===== config.mk =====
export PLATFORM = sky130hd
export DESIGN_NAME = ssa_ram
export DESIGN_NICKNAME = d
export VERILOG_FILES = /design/src/hdl/ssa_ram.sv
export SDC_FILE = /design/constraint.sdc
export NUM_CORES = 1
export LEC_CHECK = 0
export BUFFER_PORTS_ARGS = -buffer_cell sky130_fd_sc_hd__buf_4
export CAP_MARGIN = 5
export CORE_MARGIN = 4
export CORE_UTILIZATION = 45
export CTS_CLUSTER_SIZE = 40
export DETAILED_ROUTE_END_ITERATION = 12
export GPL_ROUTABILITY_DRIVEN = 1
export PLACE_DENSITY = 0.71
export SLEW_MARGIN = 0
export SYNTH_ARGS = -nofsm -noshare
export SYNTH_HDL_FRONTEND = slang
export SYNTH_SLANG_ARGS = --single-unit

===== constraint.sdc =====
create_clock -name clk -period 2.3 [get_ports clk]
set_input_delay 0.46 -clock clk [delete_from_list [all_inputs] [get_ports clk]]
set_output_delay 0.46 -clock clk [all_outputs]
set_load 0.005 [all_outputs]

===== src/hdl/ssa_ram.sv =====
// generic single-write single-read ram with registered read data
module ssa_ram #(
	parameter int WIDTH = 8,
	parameter int DEPTH = 16
) (
	input  logic                     clk,
	input  logic                     we,
	input  logic [$clog2(DEPTH)-1:0] waddr,
	input  logic [WIDTH-1:0]         wdata,
	input  logic                     re,
	input  logic [$clog2(DEPTH)-1:0] raddr,
	output logic [WIDTH-1:0]         rdata
);

	logic [WIDTH-1:0] mem_q [DEPTH];
	logic [WIDTH-1:0] rdata_q;

	always_ff @(posedge clk) begin
		if (we) begin
			mem_q[waddr] <= wdata;
		end
		if (re) begin
			rdata_q <= mem_q[raddr];
		end
	end

	assign rdata = rdata_q;

endmodule


==> results.md, run 1 <==
- Cell area after synthesis: 5230 µm²
- # port buffers: 26
- Global-route wire length before repair: 16100 µm
- CP max stage cell: mux4_1
- Min Tclk post-route: 1700 ps
- Reg2reg setup slack: 740 ps
- Slew Limit Fails: 0
- # rows: 39
- Post-route ant nets: 0
- WL final: 10200 µm
- Worst path max stage delay: 570 ps
- Worst setup EP type: flop
- Synth cell types: 18
- Yosys warns: 0
- Die area: 13400 µm²
- Max_slew headroom: 68.9%
- Maximum vdd drop: 0.000458 V
- Register area share after synthesis: 78.1%
- Setup repair bufs after CTS: 0
- Fmax: 0.590 GHz
- Setup TNS: 0 ps
- Leakage: 0.00216 µW
- Largest net degree at the start of global routing: 33
- Worst clock skew: 7.96 ps
- Post-CTS Resized: 0
- Crit path max fanout: 10
- Final std cells w/o fill: 440
- WP data required: 2450 ps
- Worst setup SP type: input port
- CTS tree: done
- Area taken by multi-input logic gates: 1060 µm²
- Dpl cells: 408
- Outcome: completed
- Synth Area per Inst: 22.8 µm²
- Hold-fix buffers, CTS: 0
- Antenna violations before repair: 0
- FILL cells: 856
- Synth Register Bits: 136
- Setup violations, final: 0
- Hold crit path type: input port to flop
- Net count, final: 303
- Most frequent cells in the layout: edfxtp_1 (136), buf_4 (44), mux4_2 (18)
- Later-pin clock latency in the skew report: 400 ps
- Yosys top cell by area: edfxtp_1
- Vias/cell: 5.66
- RD Place Congestion: 0.707
- Root Buffer: clkbuf_16
- Sequential Area: 4080 µm²
- DR pass1 iterations: 4
- CTS buffer count: 17
- Vias: 2490
- Delay-heaviest family, CP: multiplexers
- H-tree levels: 4
- Worst-Margin Slew: 466 ps
- Unrepaired setup endpoints after global routing: no
- Area Growth Syn to Fin: 21.3%
- GRT Overall Usage: 17.0%
- Critical path arrival: 1840 ps
- CTS clock-pin slew for the worst setup and hold paths: 60 ps
- Synth top area share: 78.1%
- Die width: 116 µm
- Max-cap violations: 0
- Routed wire per std cell: 23.2 µm
- Clk buf depth: 2
- Share of cells above drive strength 1: 32.7%
- Synthesized Nets: 248
- CTS sink count: 136
- Hold Vio Cnt, Final: 0
- Most common cell after layout, fill and taps aside: edfxtp_1
- Die H: 116 µm
- Detailed placement HPWL: 6340 µm
- Worst Path Class, Setup: input port to flop
- Crit-path cells: buf_4 > buf_12 > mux4_1 > a22oi_1 > nand2_1
- Drt initial violations: 234
- Drc violations: 0
- P per Cell Area: 950 nW/µm²
- Core Region: 11400 µm²
- Final Cycle Share: 73.7%
- Crit path buffers/inverters: 2
- Synth area leaders: edfxtp_1 (78%), mux4_2 (7.8%), mux4_1 (7.0%)
- Synthesized instance count: 229
- IO Count: 27
- Number of global-route vias before repair: 2666
- Number of diodes: 0
- Initial Utilization: 45.8%
- Total grt overflow: 0
report_power, final:
part	internal, µW	leakage [µW]	switching [µW]
clock	1930	0.000314	1010
sequential	2790	0.00124	14.0
combinational	126	0.000610	147
metrics by stage:
step | power [µW] | instance area, µm² | setup WS, ps | hold slack [ps] | utilization (%)
6_report | 6020 | 6340 | 605 | 358 | 55.5
5_1_grt | 6220 | 6340 | 561 | 341 | 55.5
4_1_cts | 6070 | 6340 | 644 | 346 | 55.5
3_5_place_dp | 3140 | 5690 | 228 | 754 | 49.8
3_3_place_gp | 3120 | 5690 | 260 | 727 | 49.8
2_1_floorplan | 3000 | 5230 | 347 | 559 | -
Yosys cell counts:
library cell	instances
nand2b_1	2
nand3b_1	2
buf_4	1
or3b_2	1
and2_1	1
clkdlybuf4s25_2	3
nand3_1	1
nand2_1	9
nor2_1	13
edfxtp_1	136
nor2b_1	1
mux4_1	14
buf_6	3
nor3_1	4
and2b_1	1
mux4_2	18
a22oi_1	16
buf_2	3
registers in the layout (all words and copies together), names as in the netlist:
register and count:
mem_q 128, rdata 8
path summary, 6_finish.rpt:
path | startpoint | end | cells past startpoint
worst max-delay path | raddr[0] | rdata[2] | 5
worst min-delay path | re | rdata[4] | 1
worst max register to register | mem_q[5][2] | rdata[2] | 3
worst min register to register | mem_q[8][1] | rdata[1] | 3
cells by family after synthesis:
family,after synthesis,share of synthesized area [%]
compound gates,16,2.30
buf+inv,10,1.65
flops,136,78.1
mux,32,14.8
simple gates,35,3.14
area by class of cell:
type	instances	area share (%)
repair buffers	46	5.84
multi-input cells	83	16.7
well taps	143	2.82
clock inverters	15	3.53
clock buffers	17	6.71
flip-flops and latches	136	64.4
per-layer routing:
metal / track usage (%) / part of all wire, % / up-vias
li1: - / - / 1094
met1: 23.8 / 43 / 1301
met2: 26.0 / 50 / 89
met3: 4.70 / 6.0 / 6
met4: 5.96 / 0.52 / 0
met5: 0 / 0 / -
No activity file was read; power rests on OpenSTA's default activity.
==> run 2: changes to the inputs <==
--- a/config.mk
+++ b/config.mk
@@ -12,7 +12,7 @@
 export CTS_CLUSTER_SIZE = 40
 export DETAILED_ROUTE_END_ITERATION = 12
 export GPL_ROUTABILITY_DRIVEN = 1
-export PLACE_DENSITY = 0.71
+export PLACE_DENSITY = 0.73
 export SLEW_MARGIN = 0
 export SYNTH_ARGS = -nofsm -noshare
 export SYNTH_HDL_FRONTEND = slang
==> constraint.sdc (replaced) <==
create_clock -name clk -period 1.5 [get_ports clk]
set_input_delay 0.3 -clock clk [delete_from_list [all_inputs] [get_ports clk]]
set_output_delay 0.3 -clock clk [all_outputs]
set_load 0.005 [all_outputs]
==> run 2 against run 1 <==
Setup slack got worse by 550 ps. Cell count is 2.0% higher. Power rose by 54%. Final area grew 1.2%. Critical path depth decreased by 2. Non-clock buffer count grew 9. Wire length decreased by 5.9%. First-iteration DRC count fell by 32%. Die area unchanged. Clock skew is essentially flat. Register-to-register slack lost 680 ps. Critical path type is now flop to flop.
==> results.md, run 2 (synthesized netlist as in run 1, its figures left out) <==
- Max_slew headroom: 45.0%
- Setup violations, final: 0
- Setup repair bufs after CTS: 0
- Area taken by multi-input logic gates: 1040 µm²
- Net count, final: 312
- Fmax: 0.693 GHz
- Unrepaired setup endpoints after global routing: no
- Most common cell after layout, fill and taps aside: edfxtp_1
- P per Cell Area: 1440 nW/µm²
- Clk network pwr share: 48.7%
- Largest register FFs: 128
- Setup slack after layout: 57.0 ps
- Hold-fix buffers, CTS: 0
- Outcome: completed
- # rows: 39
- Drt initial violations: 159
- Sequential Area: 4080 µm²
- Crit path buffers/inverters: 0
- Combinational group share of total power: 4.8%
- DR pass1 iterations: 4
- Placed Instance Area: 5740 µm²
- Area Growth Syn to Fin: 22.7%
- Drc violations: 0
- Critical path arrival: 1600 ps
- Reg with most FFs: mem_q
- Worst setup EP type: flop
- RD Place Congestion: 0.758
- H-tree levels: 4
- Delay-heaviest family, CP: multiplexers
- Switching share of power: 19.4%
- Most frequent cells in the layout: edfxtp_1 (136), buf_4 (51), mux4_2 (31)
- IO Count: 27
- CTS clock-pin slew for the worst setup and hold paths: 60 ps
- Final Core Density: 56.2%
- # port buffers: 26
- Hold Vio Cnt, Final: 0
- Share of cells above drive strength 1: 40.5%
- Flop pwr share: 46.6%
- Global-route wire length before repair: 15300 µm
- Max-cap violations: 0
- Die area: 13400 µm²
- Min Tclk post-route: 1440 ps
- Crit path max fanout: 1
- Worst clock skew: 7.58 ps
- Post-route cell area: 6420 µm²
- Initial Utilization: 45.8%
- Leakage: 0.00216 µW
- Die H: 116 µm
- Clk buf depth: 2
- Die width: 116 µm
- Worst path max stage delay: 540 ps
- Crit-path cells: mux4_1 > a22oi_2 > nand2_1
- Number of diodes: 0
- Later-pin clock latency in the skew report: 420 ps
- Internal: 7460 µW
- Routed wire per std cell: 21.4 µm
- CTS sink count: 136
- GRT Overall Usage: 16.2%
- Number of global-route vias before repair: 2680
- Worst-Margin Slew: 824 ps
- WP data required: 1660 ps
- Detailed placement HPWL: 6550 µm
- CTS tree: done
- Slew Limit Fails: 0
- Vias/cell: 5.49
- WL final: 9620 µm
- Root Buffer: clkbuf_16
- Worst setup SP type: flop
- CP max stage cell: mux4_1
- Worst Path Class, Setup: flop to flop
- Post-route ant nets: 0
- Hold crit path type: input port to flop
- Maximum vdd drop: 0.000760 V
- FILL cells: 855
- Largest net degree at the start of global routing: 17
- Core Region: 11400 µm²
- Placement Setup Slack: -347 ps
- Final Cycle Share: 96.2%
- Antenna violations before repair: 0
- Vias: 2463
- Tot Pwr: 9260 µW
- Total grt overflow: 0
- NetSw: 1800 µW
- CTS buffer count: 17
==> run 2: path summary, 6_finish.rpt <==
path                                   start            to  slack, ps  cells past startpoint
worst max-delay path             mem_q[1][0]      rdata[0]         60                      3
worst min-delay path                wdata[1]  mem_q[11][1]        190                      1
worst max register to register   mem_q[1][0]      rdata[0]         60                      3
worst min register to register  mem_q[14][2]      rdata[2]        760                      3
==> run 2: metal layers <==
layer  share of wire [%]  global-route usage [%]  vias to the layer above  wire length (µm)
li1                    -                       -                     1098                 -
met5                   0                       0                        -                 0
met4                 1.3                    5.10                        0               122
met2                  49                    24.6                       82              4730
met1                  42                    21.4                     1271              4080
met3                 7.1                    6.84                       12               681
==> run 2: power groups by stage <==
stage	combinational (µW)	sequential (µW)	clock, µW
finish	442	4310	4510
CTS	440	4310	4590
floorplan	235	4380	0
global placement	424	4390	0
global route	485	4310	4780
detailed placement	438	4390	0
==> run 2: area by class of cell <==
cell class	instances	area share (%)
sequential	136	63.7
clock buffer	18	6.69
multi-input combinational	83	16.3
timing repair buffer	55	7.22
tap	143	2.79
clock inverter	14	3.39
==> run 2: timing repair <==
item                                    in CTS  in global routing
endpoints found under the setup margin       0                  6
endpoints found under the hold margin        0                  0
gates resized for setup                      0                  6
==> run 2: per-stage QoR <==
step / instances / hold WS (ps) / setup TNS, ps
after global placement: 417 / 595 / -5990
after detailed placement: 417 / 617 / -6920
final: 449 / 189 / 0
after CTS: 449 / 175 / 0
after global routing: 449 / 186 / 0
after floorplan: 229 / 399 / -1990
==> run 3: changes to the inputs <==
--- a/config.mk
+++ b/config.mk
@@ -8,11 +8,11 @@
 export BUFFER_PORTS_ARGS = -buffer_cell sky130_fd_sc_hd__buf_4
 export CAP_MARGIN = 5
 export CORE_MARGIN = 4
-export CORE_UTILIZATION = 45
+export CORE_UTILIZATION = 25
 export CTS_CLUSTER_SIZE = 40
 export DETAILED_ROUTE_END_ITERATION = 12
 export GPL_ROUTABILITY_DRIVEN = 1
-export PLACE_DENSITY = 0.73
+export PLACE_DENSITY = 0.5
 export SLEW_MARGIN = 0
 export SYNTH_ARGS = -nofsm -noshare
 export SYNTH_HDL_FRONTEND = slang
==> run 3 against run 2 <==
Sequential share of layout area is 1.1 points lower. Largest power group is now registers. Register-to-register slack hardly changed. Critical path type unchanged. Sequential power hardly changed. Largest cell class unchanged.
==> results.md, run 3 (synthesized netlist as in run 1, its figures left out) <==
- Worst setup EP type: flop
- Most frequent cells in the layout: edfxtp_1 (136), buf_4 (51), mux4_2 (31)
- Drc violations: 0
- Number of global-route vias before repair: 2674
- Worst clock skew: 4.49 ps
- Initial Utilization: 25.6%
- Crit-path cells: mux4_2 > a22oi_1 > nand2_1
- Core Region: 20400 µm²
- Later-pin clock latency in the skew report: 410 ps
- Post-route ant nets: 0
- Drt initial violations: 242
- Share of cells above drive strength 1: 38.5%
- Unrepaired setup endpoints after global routing: no
- Area Growth Syn to Fin: 25.0%
- Hold Vio Cnt, Final: 0
- Die area: 23300 µm²
- Reg with most FFs: mem_q
- Clk buf depth: 2
- Worst-Margin Slew: 950 ps
- Largest net degree at the start of global routing: 17
- H-tree levels: 4
- Max_slew headroom: 36.5%
- RD Place Congestion: 0.753
- Most common cell after layout, fill and taps aside: edfxtp_1
- Delay-heaviest family, CP: multiplexers
- Leakage: 0.00216 µW
- Detailed placement HPWL: 7510 µm
- CP max stage cell: mux4_2
- GRT Overall Usage: 10.4%
- WP data required: 1660 ps
- Routed wire per std cell: 20.0 µm
- Vias: 2560
- Antenna violations before repair: 0
- Outcome: completed
- Net count, final: 315
- Critical path arrival: 1610 ps
- Hold crit path type: input port to flop
- Total grt overflow: 0
- Root Buffer: clkbuf_16
- Final Cycle Share: 97.0%
- Setup TNS: 0 ps
- Crit path buffers/inverters: 0
- Hold WS: 190 ps
- Min Tclk post-route: 1450 ps
- CTS sink count: 136
- Crit path max fanout: 1
- Die H: 153 µm
- CTS tree: done
- Worst setup SP type: flop
- Global-route wire length before repair: 17400 µm
- IO Count: 27
- Die width: 153 µm
- WL final: 11600 µm
- Slew Limit Fails: 0
- Vias/cell: 4.42
- P per Cell Area: 1350 nW/µm²
- Setup violations, final: 0
- Largest register FFs: 128
- CTS buffer count: 17
- Fmax: 0.688 GHz
- CTS clock-pin slew for the worst setup and hold paths: 60 ps
- Worst Path Class, Setup: flop to flop
- Max-cap violations: 0
- Worst path max stage delay: 490 ps
- Maximum vdd drop: 0.000742 V
- Post-route cell area: 6530 µm²
- # port buffers: 26
- # rows: 52
- Number of diodes: 0
- Placed Instance Area: 5960 µm²
- DR pass1 iterations: 5
==> run 3: per-layer routing <==
metal  up-vias  wire length (µm)  track usage [%]
met5         -                 0                0
li1       1107                 -                -
met1      1350              5500             14.9
met2        85              5240             14.8
met4         0               220             4.24
met3        18               634             2.95
==> run 3: final timing paths <==
path	startpoint	endpoint	slack [ps]	cells after the start
setup / recovery	mem_q[11][5]	rdata[5]	50	3
hold / removal	wdata[7]	mem_q[12][7]	190	1
setup reg to reg	mem_q[11][5]	rdata[5]	50	3
hold reg to reg	mem_q[14][0]	rdata[0]	750	3
==> run 3: through the flow <==
step / setup WS (ps) / power (µW) / utilization (%) / cells
4_1_cts: 20.0 / 8890 / 32.0 / 579
3_5_place_dp: -369 / 4870 / 29.2 / 547
5_1_grt: 22.7 / 9110 / 32.0 / 579
3_3_place_gp: -385 / 4860 / 29.2 / 547
6_report: 45.7 / 8800 / 32.0 / 579
2_1_floorplan: -66.1 / 4610 / - / 229
==> run 3: cell type report <==
type                       instances  area [µm²]
clock buffer                      20         437
clock inverter                    12         133
fill                            1976       13900
multi-input combinational         83        1020
sequential                       136        4080
tap                              270         338
timing repair buffer              58         523
==> run 3: what timing repair did <==
action                                  4_1_cts  5_1_grt
resized for setup                             0        1
endpoints found under the setup margin        0        1
hold buffers                                  0        0
buffers inserted                              0        0
==> run 3: power breakdown <==
| part | total, µW | switching, µW | internal [µW] |
|---|---|---|---|
| logic | 472 | 243 | 229 |
| registers | 4310 | 25.1 | 4280 |
| clock network | 4020 | 1450 | 2570 |
| total | 8800 | 1720 | 7090 |
